`src/rtl/eat_pkg.sv`:
```
`timescale 1ns / 1ps

package eat_pkg;

  localparam int unsigned KIND_W   = 2;
  localparam int unsigned PART_W   = 16;
  localparam int unsigned STATUS_W = 2;
  localparam int unsigned HELD_W   = 7;
  localparam int unsigned ADDR_W   = 3;
  localparam int unsigned DATA_W   = 32;

  // Register index carried in paddr[2].
  localparam logic REG_WANTED_PARTITION = 1'b0;

  typedef enum logic [KIND_W-1:0] {
    KIND_CLEAR = 2'd0,
    KIND_LOAD  = 2'd1,
    KIND_QUERY = 2'd2
  } kind_e;

  typedef enum logic [STATUS_W-1:0] {
    STATUS_OK       = 2'd0,
    STATUS_FULL     = 2'd1,
    STATUS_MISMATCH = 2'd2
  } status_e;

  typedef enum logic {
    ST_IDLE = 1'b0,
    ST_WALK = 1'b1
  } state_e;

  // Control half of the query word that walks the cell chain.
  typedef struct packed {
    logic valid;
    logic found;
  } tok_ctl_t;

  // Handshake control from the sequencer to the datapath.
  typedef struct packed {
    logic in_ready;
    logic out_valid;
    logic launch;
    logic out_load;
  } ctrl_t;

endpackage

```
`src/rtl/eat_ctrl.sv`:
```
`timescale 1ns / 1ps

module eat_ctrl (
  input  logic            clk_i,
  input  logic            rst_ni,
  input  logic            in_valid_i,
  input  logic            out_ready_i,
  input  logic            is_query_i,
  input  logic            tok_done_i,
  output eat_pkg::ctrl_t  ctl_o
);

  eat_pkg::state_e state_q, state_d;
  logic            out_full_q, out_full_d;
  logic            acc;

  always_comb begin
    ctl_o.in_ready  = (state_q == eat_pkg::ST_IDLE) && (!out_full_q || out_ready_i);
    acc             = in_valid_i && ctl_o.in_ready;
    ctl_o.launch    = acc && is_query_i;
    ctl_o.out_load  = (acc && !is_query_i) || tok_done_i;
    ctl_o.out_valid = out_full_q;
    if (ctl_o.out_load) begin
      out_full_d = 1'b1;
    end else if (out_ready_i) begin
      out_full_d = 1'b0;
    end else begin
      out_full_d = out_full_q;
    end
  end

  always_comb begin
    state_d = state_q;
    unique case (state_q)
      eat_pkg::ST_IDLE: begin
        if (ctl_o.launch) state_d = eat_pkg::ST_WALK;
      end
      eat_pkg::ST_WALK: begin
        if (tok_done_i) state_d = eat_pkg::ST_IDLE;
      end
      default: state_d = eat_pkg::ST_IDLE;
    endcase
  end

  always_ff @(posedge clk_i or negedge rst_ni) begin
    if (!rst_ni) begin
      state_q    <= eat_pkg::ST_IDLE;
      out_full_q <= 1'b0;
    end else begin
      state_q    <= state_d;
      out_full_q <= out_full_d;
    end
  end

endmodule

```
`config.mk`:
```
export PLATFORM = sky130hd
export DESIGN_NAME = eat_ctrl
export DESIGN_NICKNAME = d
export VERILOG_FILES = /design/src/rtl/eat_pkg.sv /design/src/rtl/eat_ctrl.sv
export SDC_FILE = /design/constraint.sdc
export NUM_CORES = 1
export LEC_CHECK = 0
export BUFFER_PORTS_ARGS = -buffer_cell sky130_fd_sc_hd__buf_4
export CAP_MARGIN = 20
export CORE_AREA = 5 5 42 44
export CTS_CLUSTER_SIZE = 28
export DETAILED_ROUTE_END_ITERATION = 10
export DIE_AREA = 0 0 47 49
export PLACE_DENSITY = 0.39
export SLEW_MARGIN = 0
export SYNTH_ARGS = -nofsm -noshare
export SYNTH_HDL_FRONTEND = slang
export SYNTH_SLANG_ARGS = --single-unit
```
`constraint.sdc`:
```
create_clock -name clk_i -period 1.4 [get_ports clk_i]
set_input_delay 0.28 -clock clk_i [delete_from_list [all_inputs] [get_ports clk_i]]
set_output_delay 0.28 -clock clk_i [all_outputs]
set_load 0.05 [all_outputs]
```
==> metrics.md, run 1 <==
| Metric | Value |
|---|---|
| Drt drc | 0 |
| Max rail drop VDD | 0.000261 V |
| Clk_skew | 0.000485 ns |
| Static Leak | 0.000129 uW |
| Initial antenna violation count | 0 |
| Row count | 14 |
| Via count | 141 |
| Origin of the critical flop-to-flop path | out_full_q$_DFFE_PN0P_ |
| Antenna-violating nets left | 0 |
| Router iterations before antenna repair | 2 |
| Mapped Area | 134 um^2 |
| Syn Inst Count | 14 |
| Syn_nets | 20 |
| Clk slew on worst S/H paths | 0.03 ns |
| First-pass GRT wire length | 696 um |
| Period minus WS final | 1.40 ns |
| Vias/cell | 3.36 |
| Reg2Reg Capture Point | out_full_q$_DFFE_PN0P_ |
| Status | finished, violations left |
| Register Area | 50.0 um^2 |
| Global route overflow | 0 |
| Hold Path End | out_full_q$_DFFE_PN0P_ |
| Failing checks | negative setup slack |
| Post-Synth XOR/XNOR Area | 0 |
| Synth Area in Simple Gates | 0.402 |
| Routed length per instance | 9.43 um |
| Largest net degree at the start of global routing | 5 |
| Sink Count | 2 |
| Io pins | 10 |
| Multi-input gate area | 81.3 um^2 |
| Worst Reg2Reg Path Length in Cells | 2 |
| Critical path class | flip-flop to output pin |
| Final Worst Setup Slack | -0.00424 ns |
| Layout cells sized above 1 | 0.654 |
| Hold WC Path Type | primary input to flip-flop |
| FILL cells | 166 |
| H-tree lvl count | 1 |
| N_diodes | 0 |
| Final period utilization | 1.00 |
| Worst Hold Launch | tok_done_i |
| Pwr dens | 1110 nW/um^2 |
| Worst-path fanout max | 3 |
| Worst slew margin | 0.883 |
| Cell taking the most area after synthesis | dfrtp_1 |
| Fin nets | 34 |
| Total GRT Usage | 0.0521 |
| Ys Warns | 0 |
| Max_cap viols | 0 |
| #FFs+latches synth | 2 |
| Top cell type's share of synthesized area | 0.374 |
| Mux cell area share after synthesis | 0 |
| R2R setup slack | 0.39 ns |
| Port buffer count | 9 |
| Worst setup path startpoint | state_q$_DFF_PN0_ |
| Overall die area | 2300 um^2 |
| WHS | 0.280 ns |
| Endpoint type of the worst setup path | output pin |
| Crit path launch type | flip-flop |
| Insertion delay to the later sink of the worst-skew pair | 0.22 ns |
| Max Fclk | 712 MHz |
| Slew Viols, Final | 0 |
| Detailed Route Iter0 Violations | 1 |
| Post-synthesis sequential area ratio | 0.374 |
| Actual slew at the worst max-slew pin | 0.174 ns |
| Initial core utilization | 0.0955 |
| Average cell area after synthesis | 9.56 um^2 |
| CTS Root Cell | clkbuf_4 |
| RSZ-0062 raised after global routing | yes |
| Chip Width | 47 um |
| Hold path depth | 2 |
| Max Root-Sink Buffers | 2 |
| Synth top area cells | dfrtp_1 (37%), buf_4 (11%), nor2b_4 (10%) |
| Placer Congestion | 0.629 |
| Vias in the first global route | 182 |
| Req. time, crit path | 1.12 ns |
| Synth Area in Adders | 0 |
| Final setup fails | 1 |
| Die Ht | 49 um |
| CORE AREA | 1400 um^2 |
| Final WL | 396 um |
| Synth Area in Compound Gates | 0.112 |
| CP arrival | 1.12 ns |
| Yosys cell types | 12 |
| CTS tree | built |
| Largest family of logic cells by synthesized area | simple AND/OR/NAND/NOR gates |
| Area delta synth->final | 102% |
| TritonCTS Buffers | 3 |
| Final hold violation count | 0 |
| Tot Pwr | 299 uW |
-- final cells by class --
type                            count  area share
Tap cell                           16      0.0741
Timing Repair Buffer               11       0.356
Sequential cell                     2       0.185
Multi-Input combinational cell     10       0.301
Clock buffer                        3      0.0833
-- cells by family (layout without fill, tap and decap cells) --
family          count (synthesis)  after routing
flops                           2              2
compound gates                  2              2
simple gates                    8              8
buf+inv                         2             14
-- layer usage --
| layer | vias to the layer above | GRT usage | routed length, um |
|---|---|---|---|
| li1 | 71 | - | - |
| met1 | 56 | 0.0527 | 184 |
| met2 | 12 | 0.0475 | 113 |
| met3 | 2 | 0.0517 | 84 |
| met4 | 0 | 0.0691 | 14 |
| met5 | - | 0 | 0 |
-- worst max-delay path, stage by stage (launching register included) --
cell and delay [ns]:
dfrtp_1 0.41, nor3b_2 0.19, a21o_1 0.15, buf_6 0.16
-- state kept, by name (all words and copies together) (netlist names) --
register,flops
state_q,1
out_full_q,1
-- cells in the mapped netlist, drive strengths merged --
cell and number:
buf 2, or3 1, dfrtp 2, nand2 1
nor2 1, nor3b 1, nor2b 1, or2b 1
nand2b 1, nor3 1, o31ai 1, a21o 1
-- worst max path at each step --
| stage | cells past startpoint | slack, ns | endpoint |
|---|---|---|---|
| after floorplan | 2 | -0.04 | ctl_o[1] |
| after global placement | 3 | 0.16 | ctl_o[0] |
| after detailed placement | 3 | 0.14 | ctl_o[0] |
| after CTS | 3 | -0.01 | ctl_o[0] |
| after global routing | 3 | -0.09 | ctl_o[0] |
| final | 3 | -0.004 | ctl_o[0] |
-- through the flow --
stage | utilization | setup slack [ns] | TNS, ns | area [um^2] | instances
5_1_grt | 0.193 | -0.0912 | -0.115 | 270 | 42
3_3_place_gp | 0.151 | 0.162 | 0 | 211 | 37
4_1_cts | 0.188 | -0.0135 | -0.0135 | 264 | 42
2_1_floorplan | - | -0.0361 | -0.0671 | 139 | 14
6_report | 0.193 | -0.00424 | -0.00424 | 270 | 42
3_5_place_dp | 0.151 | 0.136 | 0 | 211 | 37
-- placed cells by master, fill, tap and decap left out --
cell	synthesis	final
nand2b_1	1	1
buf_6	0	3
or2b_1	1	1
buf_4	2	7
nor2b_4	1	1
dlygate4sd3_1	0	1
nor2_2	0	1
o31ai_1	1	1
nand2_1	1	1
nor3b_2	0	1
clkbuf_4	0	3
a21o_1	1	1
nor3_2	0	1
dfrtp_1	2	2
or3_1	1	1
-- repair_timing --
action | CTS | global route
endpoints found under the hold margin | 2 | 0
pin swaps | 1 | 0
gates resized for setup | 3 | 2
hold buffers | 1 | 0
buffers inserted | 1 | 0
setup endpoints to repair | 2 | 3
-- where the power goes --
group	total, uW	switching [uW]	leakage [uW]	internal [uW]
registers	69.7	6.11	0.0000233	63.6
logic	101	56.7	0.0000916	44.6
clock network	128	33.3	0.0000138	94.6
total	299	96.1	0.000129	203
(Power assumes the default switching activity.)
==> run 2: changes to the inputs <==
Settings changed: PLACE_DENSITY 0.39 to not set.
==> run 2 against run 1 <==
Effect of this change: the run still ends with negative setup slack left; critical path depth unchanged; setup slack about the same; die area unchanged; sequential power down 3.0%; register-to-register slack better by 0.02 ns; largest cell class unchanged.
==> metrics.md, run 2 (synthesis gave the netlist of run 1 again) <==
| Metric | Value |
|---|---|
| Status | finished, violations left |
| Failing checks | negative setup slack |
| Insertion delay to the later sink of the worst-skew pair | 0.22 ns |
| Most frequent cells in the layout | buf_4 (7), clkbuf_4 (3), buf_6 (3) |
| Fin nets | 34 |
| Chip Width | 47 um |
| Commonest non-fill, non-tap cell in the layout | buf_4 |
| Final Worst Setup Slack | -0.00473 ns |
| Sink Count | 2 |
| Final hold violation count | 0 |
| Worst slew margin | 0.869 |
| Vias/cell | 3.24 |
| Biggest regs | out_full_q x1, state_q x1 |
| Initial antenna violation count | 0 |
| Final setup fails | 1 |
| Max_cap viols | 0 |
| Total GRT Usage | 0.0388 |
| Final WL | 375 um |
| Actual slew at the worst max-slew pin | 0.195 ns |
| Row count | 14 |
| Max Root-Sink Buffers | 2 |
| Worst setup path startpoint | state_q$_DFF_PN0_ |
| Die Ht | 49 um |
| Clk slew on worst S/H paths | 0.03 ns |
| First-pass GRT wire length | 607 um |
| CP arrival | 1.12 ns |
| Routed length per instance | 8.93 um |
| CP max stage cell | dfrtp_1 |
| CTS tree | built |
| Layout cells sized above 1 | 0.615 |
| Placed cell count | 38 |
| Pwr dens | 1100 nW/um^2 |
| Critical path class | flip-flop to output pin |
| Via count | 136 |
| Worst Hold Launch | tok_done_i |
| Req. time, crit path | 1.12 ns |
| CTS Root Cell | clkbuf_4 |
| Global route overflow | 0 |
| Antenna-violating nets left | 0 |
| Worst path bufs/invs | 2 |
| TNS Setup | -0.00473 ns |
| RSZ-0062 raised after global routing | yes |
| TritonCTS Buffers | 3 |
| Worst-path fanout max | 4 |
| Initial core utilization | 0.0955 |
| Max rail drop VDD | 0.000143 V |
| Router iterations before antenna repair | 4 |
| Period minus WS final | 1.40 ns |
| Io pins | 10 |
| Delay-heaviest family, CP | flip-flops |
| Endpoint type of the worst setup path | output pin |
| Detailed Route Iter0 Violations | 2 |
| Max Fclk | 712 MHz |
| Final period utilization | 1.00 |
| Fin util | 0.196 |
| Overall die area | 2300 um^2 |
| Hold WC Path Type | primary input to flip-flop |
| Final non-filler cell total | 42 |
| Post-route cell area | 274 um^2 |
| Slew Viols, Final | 0 |
| CP cell instances | buf_4, nor3_4, buf_6 |
| H-tree lvl count | 1 |
| N_diodes | 0 |
| Max stage delay on crit path | 0.38 ns |
| Static Leak | 0.000130 uW |
| Vias in the first global route | 158 |
| Port buffer count | 9 |
| Clk_skew | 0.000487 ns |
| Placer Congestion | 0.586 |
| Origin of the critical flop-to-flop path | out_full_q$_DFFE_PN0P_ |
| Area delta synth->final | 105% |
| Placed instance area | 219 um^2 |
| CORE AREA | 1400 um^2 |
| Largest net degree at the start of global routing | 5 |
| Drt drc | 0 |
| Crit path launch type | flip-flop |
[run 2: layout make-up]
class	instances	area, um^2
clock buffers	3	22.5
fillers	172	1130
multi-input cells	10	85.1
flip-flops and latches	2	50.0
well taps	16	20.0
repair buffers	11	96.3
[run 2: final timing paths]
path                                           to  slack (ns)  cells past startpoint
max                                      ctl_o[1]      -0.005                      3
min                        out_full_q$_DFFE_PN0P_        0.27                      2
max reg2reg                out_full_q$_DFFE_PN0P_        0.41                      2
min reg2reg                     state_q$_DFF_PN0_        0.63                      2
max in group asynchronous  out_full_q$_DFFE_PN0P_        0.94                      2
min in group asynchronous       state_q$_DFF_PN0_        0.38                      2
[run 2: per-stage QoR]
step           power [uW]  hold slack (ns)  setup WS [ns]
2_1_floorplan         129          -0.0156        -0.0361
3_3_place_gp          159           0.0632          0.127
3_5_place_dp          160           0.0666          0.146
4_1_cts               303            0.267        -0.0134
5_1_grt               314            0.281        -0.0397
6_report              302            0.269       -0.00473
[run 2: worst reg2reg max path, stage by stage (launching register included)]
cell and delay (ns):
dfrtp_1 0.38, nor2b_4 0.15, or3_1 0.33
[run 2: where the power goes]
part | leakage (uW) | switching (uW) | internal [uW]
clock | 0.0000138 | 35.0 | 94.8
sequential | 0.0000233 | 4.01 | 63.6
combinational | 0.0000925 | 59.4 | 44.8
total | 0.000130 | 98.4 | 203
[run 2: what timing repair did]
item | in CTS | in global routing
endpoints found under the hold margin | 2 | 0
hold buffers | 1 | 0
setup endpoints to repair | 2 | 3
gates cloned | 0 | 0
setup buffers | 0 | 0
gates resized for setup | 4 | 1
[run 2: layer usage]
| metal | up-vias | part of all wire | GRT usage |
|---|---|---|---|
| met5 | - | 0 | 0 |
| met4 | 0 | 0 | 0.0415 |
| met3 | 0 | 0.19 | 0.0295 |
| met2 | 7 | 0.42 | 0.0430 |
| met1 | 57 | 0.39 | 0.0419 |
| li1 | 72 | - | - |
