**src/rtl/eat_pkg.sv**
```systemverilog
`timescale 1ns / 1ps

package eat_pkg;

  localparam int unsigned KIND_W   = 2;
  localparam int unsigned PART_W   = 16;
  localparam int unsigned STATUS_W = 2;
  localparam int unsigned HELD_W   = 7;
  localparam int unsigned ADDR_W   = 3;
  localparam int unsigned DATA_W   = 32;

  // Register index carried in paddr[2].
  localparam logic REG_WANTED_PARTITION = 1'b0;

  typedef enum logic [KIND_W-1:0] {
    KIND_CLEAR = 2'd0,
    KIND_LOAD  = 2'd1,
    KIND_QUERY = 2'd2
  } kind_e;

  typedef enum logic [STATUS_W-1:0] {
    STATUS_OK       = 2'd0,
    STATUS_FULL     = 2'd1,
    STATUS_MISMATCH = 2'd2
  } status_e;

  typedef enum logic {
    ST_IDLE = 1'b0,
    ST_WALK = 1'b1
  } state_e;

  // Control half of the query word that walks the cell chain.
  typedef struct packed {
    logic valid;
    logic found;
  } tok_ctl_t;

  // Handshake control from the sequencer to the datapath.
  typedef struct packed {
    logic in_ready;
    logic out_valid;
    logic launch;
    logic out_load;
  } ctrl_t;

endpackage

```
**src/rtl/eat_cell.sv**
```systemverilog
`timescale 1ns / 1ps

module eat_cell #(
  parameter int unsigned TIME_BITS = 20
) (
  input  logic                 clk_i,
  input  logic                 rst_ni,
  input  logic                 wr_en_i,
  input  logic [TIME_BITS-1:0] wr_dep_i,
  input  logic [TIME_BITS-1:0] wr_arr_i,
  input  logic                 active_i,
  input  eat_pkg::tok_ctl_t    tok_i,
  input  logic [TIME_BITS-1:0] t_i,
  input  logic [TIME_BITS:0]   best_i,
  output eat_pkg::tok_ctl_t    tok_o,
  output logic [TIME_BITS-1:0] t_o,
  output logic [TIME_BITS:0]   best_o
);

  logic [TIME_BITS-1:0] dep_q, arr_q;
  eat_pkg::tok_ctl_t    tok_q, tok_d;
  logic [TIME_BITS-1:0] t_q;
  logic [TIME_BITS:0]   best_q, best_d;
  logic                 hit, take;

  always_ff @(posedge clk_i) begin
    if (wr_en_i) begin
      dep_q <= wr_dep_i;
      arr_q <= wr_arr_i;
    end
  end

  // Entry qualifies if it is held and departs at or after the query time.
  always_comb begin
    hit         = active_i && (dep_q >= t_i);
    take        = hit && (!tok_i.found || ({1'b0, arr_q} < best_i));
    tok_d.valid = tok_i.valid;
    tok_d.found = tok_i.found | hit;
    best_d      = take ? {1'b0, arr_q} : best_i;
  end

  always_ff @(posedge clk_i or negedge rst_ni) begin
    if (!rst_ni) begin
      tok_q <= '0;
    end else begin
      tok_q <= tok_d;
    end
  end

  always_ff @(posedge clk_i) begin
    t_q    <= t_i;
    best_q <= best_d;
  end

  assign tok_o  = tok_q;
  assign t_o    = t_q;
  assign best_o = best_q;

endmodule

```
**config.mk**
```make
export PLATFORM = sky130hd
export DESIGN_NAME = eat_cell
export DESIGN_NICKNAME = d
export VERILOG_FILES = /design/src/rtl/eat_pkg.sv /design/src/rtl/eat_cell.sv
export SDC_FILE = /design/constraint.sdc
export NUM_CORES = 1
export LEC_CHECK = 0
export BUFFER_PORTS_ARGS = -buffer_cell sky130_fd_sc_hd__buf_2
export CAP_MARGIN = 20
export CORE_MARGIN = 2
export CORE_UTILIZATION = 44
export DETAILED_ROUTE_END_ITERATION = 8
export PLACE_DENSITY_LB_ADDON = 0.15
export SLEW_MARGIN = 20
export SYNTH_ARGS = -nofsm -noshare
export SYNTH_HDL_FRONTEND = slang
export SYNTH_SLANG_ARGS = --single-unit
```
**constraint.sdc**
```tcl
create_clock -name clk_i -period 2.4 [get_ports clk_i]
set_clock_uncertainty 0.05 [all_clocks]
set_input_delay 0.6 -clock clk_i [delete_from_list [all_inputs] [get_ports clk_i]]
set_output_delay 0.6 -clock clk_i [all_outputs]
set_load 0.01 [all_outputs]
```
==> metrics.yaml, run 1 <==
worst_setup_path:
  r2r_end: "best_o[13]"
  critPathArrivalTime_ns: 2.56
  r2r_start: "arr_q[19]"
  cp_max_fo: 21
  critPathBufInv: 1
  crit_path_top_delay_cell: "edfxtp_1"
  path_cells: "ha_4 -> nand4b_1 -> nor3_1 -> o2bb2ai_1 -> a211o_1 -> a221oi_4 -> buf_12 -> mux2_4"
  path_class: "reg -> reg"
  end_kind: "flip-flop"
  r2r_cells: 8
  path_delay_family: "compound AO/OA/AOI/OAI gates"
  start_kind: "flip-flop"
  rrSetupSlack_ns: 0.03
  crit_path_max_incr_delay_ns: 0.44
  worstPathRequired_ns: 2.59
placement:
  port_buffers: 129
  routabilityCongestion: 0.720
  dp.final_hpwl_um: 4990
  dpl_cell_area_mm2: 0.00441
power_and_ir_drop:
  leakagePower_nw: 2.21
  power_frac_comb_pct: 15.6
  powerDensity_mw_per_mm2: 687
  internal_power_mw: 2.45
  sequentialPowerShare_pct: 51.5
  pwr-share-clk_pct: 32.9
  p_sw_mw: 0.753
  peakVddDrop_mv: 0.372
  p_sw_share_pct: 23.5
floorplan:
  ios: 130
  core-area_mm2: 0.00761
  dieWidth_um: 91.8
  dieArea_mm2: 0.00843
  die_y_um: 91.8
  row_count: 32
  start_util_pct: 44.6
clock_network:
  tritoncts: "built"
  clock_latency_ns: 0.35
  htreeDepth: 3
  root_buffer: "clkbuf_8"
  clkTransAtPathRegs_ns: 0.08
  clock_path_buffers: 2
  numCtsBuffers: 9
  clock-sinks: 83
logic_synthesis:
  ys_ff_latch: 83
  synth.distinct_cells: 31
  synthCells: 248
  yosys_warnings: 0
  syn_nets: 374
  ys_seq_area_share_pct: 61.1
  syn_area_per_cell_um2: 13.7
  synth_area_mm2: 0.00339
min_path:
  hold_path.class: "in -> reg"
  whs_path_depth: 1
  hold_path_end: "t_o[3]"
  worstHoldStart: "t_i[3]"
timing:
  slew_headroom_pct: 69.8
  fin_crit_sh_pct: 98.9
  max_freq_mhz: 421
  worst_pin_slew_ns: 0.453
  finalSetupViolations: 0
  grt_setup_unrepaired: "true"
  tns_ns: 0
  finalHoldViolCount: 0
  final-max-slew-violation-count: 0
  post-route-min-period_ns: 2.37
final_layout:
  fin_area_mm2: 0.00466
  final_common_cell: "buf_2"
  antenna_cells: 0
  synthToLayoutAreaGrowth_pct: 37.3
  drive_gt1_share_pct: 50.4
  mostFrequentLayoutCells: "buf_2 (129), dfxtp_1 (41), edfxtp_1 (40)"
  nets: 523
detailed_routing:
  vias_per_cell: 4.54
  drtPass1Iterations: 4
  first_iter_violations: 28
  totalWireLength_um: 6460
  via_count: 2283
  ant_nets: 0
  wl_per_cell_um: 12.8
  drc_errors: 0
run_status:
  outcome: "completed"
global_routing:
  grt_pass1_vias: 2268
  overflow: 0
  track_usage_pct: 15.7
  grt_max_degree: 25
  antenna_found_initial: 0
  grt_first_pass_wirelength_um: 10100
flow_run:
  cap_violations: 0
timing repair:
action | 4_1_cts | 5_1_grt
hold buffers | 1 | 0
setup buffers | 0 | 0
pin swaps | 1 | 0
hold endpoints to repair | 2 | 0
setup endpoints to repair | 1 | 20
gates resized for setup | 0 | 7
worst max path at each step:
stage	endpoint	depth (start not counted)	start
final	best_o[13]	8	arr_q[19]
after floorplan	best_o[0]	9	best_i[9]
after global placement	best_o[19]	10	t_i[2]
after CTS	best_o[19]	8	arr_q[18]
after detailed placement	best_o[19]	10	t_i[2]
after global routing	best_o[11]	8	dep_q[15]
area by class of cell:
type                    instances  area [µm²]
well taps                     102         128
repair buffers                140         756
flip-flops and latches         83        2070
inverters                      40         155
clock inverters                 6        81.3
clock buffers                   9         124
fillers                       631        2950
multi-input cells             123        1340
worst register-to-register path, cell delays in order, from the launching register on:
cell	delay, ns
edfxtp_1	0.44
ha_4	0.27
nand4b_1	0.18
nor3_1	0.07
o2bb2ai_1	0.12
a211o_1	0.26
a221oi_4	0.31
buf_12	0.24
mux2_4	0.32
cell usage after synthesis, drive strengths merged:
cell / count / area (µm²)
a211o: 1 / 8.76
a21o: 3 / 22.5
a41oi: 1 / 8.76
nor2b: 2 / 15.0
nand2: 9 / 33.8
or3: 1 / 6.26
dfxtp: 41 / 821
o31ai: 1 / 7.51
nor3: 1 / 5.00
o2bb2ai: 1 / 8.76
o21ai: 6 / 30.0
a31oi: 1 / 6.26
mux2: 20 / 297
a221oi: 1 / 15.0
o211a: 1 / 10.0
a211oi: 1 / 7.51
nand4: 5 / 31.3
inv: 40 / 150
ha: 39 / 488
nor2: 5 / 18.8
nand4b: 1 / 8.76
dfrtp: 2 / 50.1
nand2b: 1 / 6.26
buf: 2 / 22.5
a21boi: 1 / 7.51
a21oi: 15 / 75.1
edfxtp: 40 / 1200
nor4: 1 / 6.26
nand3: 5 / 25.0
layer usage:
metal | vias to the layer above | GRT usage [%] | wire, µm
met3 | 8 | 6.08 | 495
met1 | 1027 | 18.3 | 2640
met5 | - | 0 | 0
li1 | 1168 | - | -
met2 | 80 | 26.3 | 3240
met4 | 0 | 5.97 | 79
cell families (layout without fill, tap and decap cells):
| kind of cell | Yosys count | after routing | synth area share (%) |
|---|---|---|---|
| buffers and inverters | 42 | 195 | 5.09 |
| AOI/OAI and AO/OA | 33 | 33 | 6.12 |
| and+or+nand+nor | 31 | 31 | 4.61 |
| adders and majority gates | 39 | 39 | 14.4 |
| muxes | 20 | 20 | 8.74 |
| DFF | 83 | 83 | 61.1 |
metrics by stage:
stage	cells	total power, mW	hold slack, ns	utilization (%)	setup slack (ns)
6_report	503	3.20	0.310	61.2	0.0268
5_1_grt	503	3.37	0.287	61.2	-0.0449
4_1_cts	503	3.23	0.294	60.8	-0.0128
3_5_place_dp	487	2.18	0.345	58.0	-0.347
3_3_place_gp	487	2.16	0.344	58.0	-0.317
2_1_floorplan	248	1.95	0.254	-	0.000216
sequential cells by signal, summed over array words and instances, names as in the netlist:
| register | count |
|---|---|
| arr_q | 20 |
| t_o | 20 |
| tok_o | 2 |
| dep_q | 20 |
| best_o | 21 |
power groups by stage:
stage	Combinational [mW]	Clock, mW	Sequential, mW
floorplan	0.243	0	1.71
global placement	0.485	0	1.68
detailed placement	0.494	0	1.68
CTS	0.498	1.08	1.65
global route	0.562	1.15	1.66
finish	0.499	1.05	1.65
Power figures use the tool's default switching activity.
==> run 2, diff against run 1 <==
==> constraint.sdc (replaced) <==
create_clock -name clk_i -period 2.4 [get_ports clk_i]
set_clock_uncertainty 0.05 [all_clocks]
set_input_delay 0.12 -clock clk_i [delete_from_list [all_inputs] [get_ports clk_i]]
set_output_delay 0.12 -clock clk_i [all_outputs]
set_load 0.01 [all_outputs]
==> run 2 against run 1 <==
Compared with the run above:
- the run now ends with setup timing left
- via count is 16% higher
- hold slack worse by 0.28 ns
- power is 6.6% higher
- combinational power is 24% higher
- cell area is 17% higher
- critical path depth is 1 higher
- cell count is 17% higher
- critical path type unchanged
- critical endpoint is now best_o[8]
==> metrics.yaml, run 2 (same netlist as run 1, synthesis figures left out) <==
run_status:
  outcome: "finished with violations"
  failed_checks: "setup timing"
final_layout:
  mostFrequentLayoutCells: "buf_2 (129), dlygate4sd3_1 (83), dfxtp_1 (41)"
  finalNonFillerCells: 590
  largest_reg_flops: 21
  fin_area_mm2: 0.00546
  drive_gt1_share_pct: 38.9
  synthToLayoutAreaGrowth_pct: 60.8
  final_common_cell: "buf_2"
  antenna_cells: 0
  nets: 609
timing:
  slew_headroom_pct: 63.1
  post-route-min-period_ns: 2.44
  finalHoldViolCount: 0
  fin_worst_hold_slack_ns: 0.0281
  finalSetupViolations: 11
  worst_pin_slew_ns: 0.553
  grt_setup_unrepaired: "true"
  setup_ws_ns: -0.0390
  final-max-slew-violation-count: 0
  max_freq_mhz: 410
  fin_crit_sh_pct: 102
global_routing:
  antenna_found_initial: 0
  overflow: 0
  grt_first_pass_wirelength_um: 12100
  grt_pass1_vias: 2767
  grt_max_degree: 41
  track_usage_pct: 18.5
worst_setup_path:
  start_kind: "flip-flop"
  r2r_end: "best_o[8]"
  critPathLaunch: "arr_q[17]"
  path_class: "reg -> reg"
  critPathArrivalTime_ns: 2.62
  r2r_cells: 9
  rrSetupSlack_ns: -0.04
  worstPathRequired_ns: 2.58
  cp_max_fo: 6
  setup.worst_path.end: "best_o[8]"
  end_kind: "flip-flop"
  r2r_start: "arr_q[17]"
detailed_routing:
  wl_per_cell_um: 13.2
  drtPass1Iterations: 4
  totalWireLength_um: 7810
  via_count: 2648
  drc_errors: 0
  vias_per_cell: 4.49
  ant_nets: 0
  first_iter_violations: 65
floorplan:
  dieWidth_um: 91.8
  core-area_mm2: 0.00761
  dieArea_mm2: 0.00843
  die_y_um: 91.8
  row_count: 32
  ios: 130
  start_util_pct: 44.6
clock_network:
  htreeDepth: 3
  clkTransAtPathRegs_ns: 0.09
  clock-sinks: 83
  clock_latency_ns: 0.35
  clock_path_buffers: 2
  root_buffer: "clkbuf_8"
  tritoncts: "built"
  numCtsBuffers: 9
power_and_ir_drop:
  pwr-share-clk_pct: 33.7
  sequentialPowerShare_pct: 48.1
  p_sw_mw: 0.801
  power_frac_comb_pct: 18.2
  peakVddDrop_mv: 0.407
  internal_power_mw: 2.61
  leakagePower_nw: 2.61
  powerDensity_mw_per_mm2: 625
  p_sw_share_pct: 23.5
min_path:
  hold_path.class: "in -> reg"
  worstHoldStart: "tok_i[0]"
placement:
  dpl_cell_area_mm2: 0.00420
  routabilityCongestion: 0.761
  dp.final_hpwl_um: 4740
  dp_slack_ns: -0.157
  port_buffers: 129
  post-place-cells: 481
flow_run:
  cap_violations: 0
run 2: cell types whose count changed in the layout (fill, tap and decap cells not counted), moves of 2 or more:
| cell | previous run | this run |
|---|---|---|
| buf_4 | 8 | 10 |
| buf_6 | 0 | 2 |
| dlygate4sd3_1 | 1 | 83 |
| clkinv_2 | 2 | 0 |
| ha_4 | 13 | 4 |
| ha_1 | 26 | 35 |
| clkbuf_8 | 9 | 11 |
| inv_1 | 30 | 40 |
| inv_4 | 2 | 0 |
| inv_2 | 8 | 0 |
run 2: timing repair:
action	4_1_cts	5_1_grt
hold buffers	83	0
pin swaps	8	4
setup endpoints to repair	20	20
resized for setup	6	11
endpoints found under the hold margin	84	0
cloned	2	0
setup buffers	3	8
run 2: layout make-up:
type                            count  area [µm²]
Multi-Input combinational cell    123        1250
Clock buffer                       11         151
Sequential cell                    83        2070
Timing Repair Buffer              226        1620
Inverter                           40         150
Tap cell                          102         128
Clock inverter                      5        83.8
Fill cell                         537        2150
run 2: stage by stage:
step	util [%]	total power [mW]	setup TNS [ns]
2_1_floorplan	-	1.92	0
3_3_place_gp	55.2	2.12	-0.208
3_5_place_dp	55.2	2.13	-2.23
4_1_cts	70.6	3.43	-0.263
5_1_grt	71.7	3.57	-2.47
6_report	71.7	3.41	-0.355
run 2: worst max-delay path, stage by stage (launching register included):
cell and delay (ns):
edfxtp_1 0.41, ha_1 0.29, nand4b_1 0.19, nor3_2 0.08, o2bb2ai_2 0.12, a211o_1 0.26, a221oi_4 0.33, buf_6 0.17
buf_12 0.13, mux2_4 0.29
run 2: per-layer routing:
metal | global-route usage (%) | wire, µm
met5 | 0 | 0
met4 | 6.47 | 115
met3 | 4.85 | 412
met2 | 33.8 | 4130
met1 | 20.9 | 3140
run 2: worst min path at each step:
stage | slack, ns | cells past startpoint | to
final | 0.03 | 3 | tok_o[0]
after global routing | 0.02 | 3 | tok_o[0]
after CTS | 0.01 | 3 | tok_o[0]
after detailed placement | -0.14 | 1 | tok_o[1]
after global placement | -0.14 | 1 | tok_o[1]
after floorplan | -0.23 | 0 | tok_o[0]
run 2: power by group through the flow:
stage	Clock (mW)	Combinational (mW)	Sequential, mW
final	1.15	0.619	1.64
after global routing	1.23	0.686	1.65
after CTS	1.19	0.600	1.64
after detailed placement	0	0.455	1.67
after global placement	0	0.447	1.67
after floorplan	0	0.221	1.70
==> run 3, diff against run 2 <==
--- a/config.mk
+++ b/config.mk
@@ -7,10 +7,12 @@
 export LEC_CHECK = 0
 export BUFFER_PORTS_ARGS = -buffer_cell sky130_fd_sc_hd__buf_2
 export CAP_MARGIN = 20
+export CORE_ASPECT_RATIO = 1.25
 export CORE_MARGIN = 2
 export CORE_UTILIZATION = 44
 export DETAILED_ROUTE_END_ITERATION = 8
 export PLACE_DENSITY_LB_ADDON = 0.15
+export REMOVE_ABC_BUFFERS = 1
 export SLEW_MARGIN = 20
 export SYNTH_ARGS = -nofsm -noshare
 export SYNTH_HDL_FRONTEND = slang
==> run 3 against run 2 <==
Compared with the run above:
- first-iteration DRC count decreased by 14%
- clock power decreased by 11%
- sequential power about the same
- sequential share of layout area increased by 0.31 points
- the flow now finishes without violations
- count of clock-buffer cells in the layout decreased by 1
- cell area decreased by 0.80%
- power decreased by 4.0%
- hold slack got worse by 0.0074 ns
- critical path depth decreased by 1
- fmax increased by 1.7%
- largest cell class unchanged
- cell count decreased by 2.2%
==> metrics.yaml, run 3 (same netlist as run 1, synthesis figures left out) <==
worst_setup_path:
  cp_max_fo: 8
  critPathArrivalTime_ns: 2.58
  r2r_cells: 8
  rrSetupSlack_ns: 0.001
  end_kind: "flip-flop"
  r2r_start: "arr_q[10]"
  start_kind: "flip-flop"
  crit_path_top_delay_cell: "edfxtp_1"
  path_cells: "ha_1 -> nand4_1 -> nor3_2 -> o2bb2ai_1 -> a211o_1 -> a221oi_4 -> buf_6 -> mux2_4"
  r2r_end: "best_o[15]"
  path_class: "reg -> reg"
  crit_path_max_incr_delay_ns: 0.41
  worstPathRequired_ns: 2.58
power_and_ir_drop:
  peakVddDrop_mv: 0.410
  leakagePower_nw: 2.56
  powerDensity_mw_per_mm2: 605
global_routing:
  grt_busiest_layer: "met2"
  grt_pass1_vias: 2865
  grtUsageMet1_pct: 20.0
  grt_first_pass_wirelength_um: 12300
  overflow: 0
  track_usage_pct: 19.5
  gr-usage-met2_pct: 37.4
  antenna_found_initial: 0
  grt_max_degree: 27
  use_met3_pct: 5.04
detailed_routing:
  via_count: 2700
  ant_nets: 0
  totalWireLength_um: 7910
  wl_per_cell_um: 13.7
  vias_per_cell: 4.68
  drtPass1Iterations: 4
  drc_errors: 0
  first_iter_violations: 56
floorplan:
  dieWidth_um: 82.5
  core-area_mm2: 0.00744
  start_util_pct: 45.6
  die_y_um: 102
  ios: 130
  dieArea_mm2: 0.00843
  row_count: 35
clock_network:
  clock_latency_ns: 0.35
  numCtsBuffers: 9
  tritoncts: "built"
  root_buffer: "clkbuf_8"
  clkTransAtPathRegs_ns: 0.09
  clock_path_buffers: 2
  clock-sinks: 83
  htreeDepth: 3
final_layout:
  largest_reg_flops: 21
  synthToLayoutAreaGrowth_pct: 59.6
  drive_gt1_share_pct: 39.4
  antenna_cells: 0
  nFillCells: 515
  finalNonFillerCells: 577
  multiInputGateArea_mm2: 0.00129
  mostFrequentLayoutCells: "buf_2 (125), dlygate4sd3_1 (83), dfxtp_1 (41)"
  fin_area_mm2: 0.00541
  final_core_util_pct: 72.7
  final_common_cell: "buf_2"
  nets: 606
  regArea_mm2: 0.00207
flow_run:
  cap_violations: 0
placement:
  routabilityCongestion: 0.811
  post-place-cells: 473
  dp.final_hpwl_um: 5090
  dp_slack_ns: -0.0441
  port_buffers: 129
  dpl_cell_area_mm2: 0.00419
timing:
  slew_headroom_pct: 60.4
  max_freq_mhz: 417
  setup_ws_ns: 0.000955
  worst_pin_slew_ns: 0.594
  finalHoldViolCount: 0
  finalSetupViolations: 0
  grt_setup_unrepaired: "true"
  final-max-slew-violation-count: 0
  post-route-min-period_ns: 2.40
  fin_crit_sh_pct: 100
min_path:
  hold_path.class: "in -> async"
run_status:
  outcome: "completed"
## run 3: final cells by class
class	instances	share of cell area, %
sequential	83	38.3
multi-input combinational	123	23.9
timing repair buffer	223	29.2
tap	92	2.13
clock inverter	6	1.20
inverter	40	2.77
clock buffer	10	2.54
## run 3: worst max-delay path by stage
stage | startpoint | endpoint | slack, ns | cells after the start
after floorplan | arr_q[18] | best_o[19] | -0.97 | 7
after global placement | arr_q[18] | best_o[14] | 0.002 | 8
after detailed placement | arr_q[8] | best_o[11] | -0.04 | 8
after CTS | dep_q[2] | best_o[15] | 0.002 | 8
after global routing | t_i[17] | best_o[15] | -0.08 | 11
final | arr_q[10] | best_o[15] | 0.001 | 8
## run 3: through the flow
step           hold WS (ns)  TNS [ns]  power (mW)
6_report             0.0207         0        3.28
5_1_grt              0.0201     -1.25        3.45
4_1_cts              0.0112         0        3.25
3_5_place_dp         -0.144    -0.530        2.13
3_3_place_gp         -0.144         0        2.12
2_1_floorplan        -0.226    -18.36        1.92
## run 3: metal layers
layer / vias up / wire, µm
li1: 1336 / -
met1: 1262 / 2880
met2: 89 / 4440
met3: 13 / 434
met4: 0 / 148
met5: - / 0
## run 3: repair_timing
item / 4_1_cts / 5_1_grt
hold buffers: 83 / 0
gates resized for setup: 4 / 15
buffers inserted: 3 / 6
setup endpoints to repair: 20 / 20
pin swaps: 3 / 4
endpoints found under the hold margin: 84 / 0
## run 3: power by group
part / total, mW / leakage (nW) / switching, mW / internal (mW)
combinational: 0.614 / 1.70 / 0.256 / 0.358
clock: 1.02 / 0.104 / 0.508 / 0.510
sequential: 1.64 / 0.760 / 0.0413 / 1.60
## run 3: critical path: cells and delay by family, from the launching register on
kind	cells	cell delay, ns
AOI/OAI and AO/OA	3	0.76
adders and majority gates	1	0.31
buffers and inverters	1	0.21
DFF	1	0.41
muxes	1	0.30
and+or+nand+nor	2	0.24
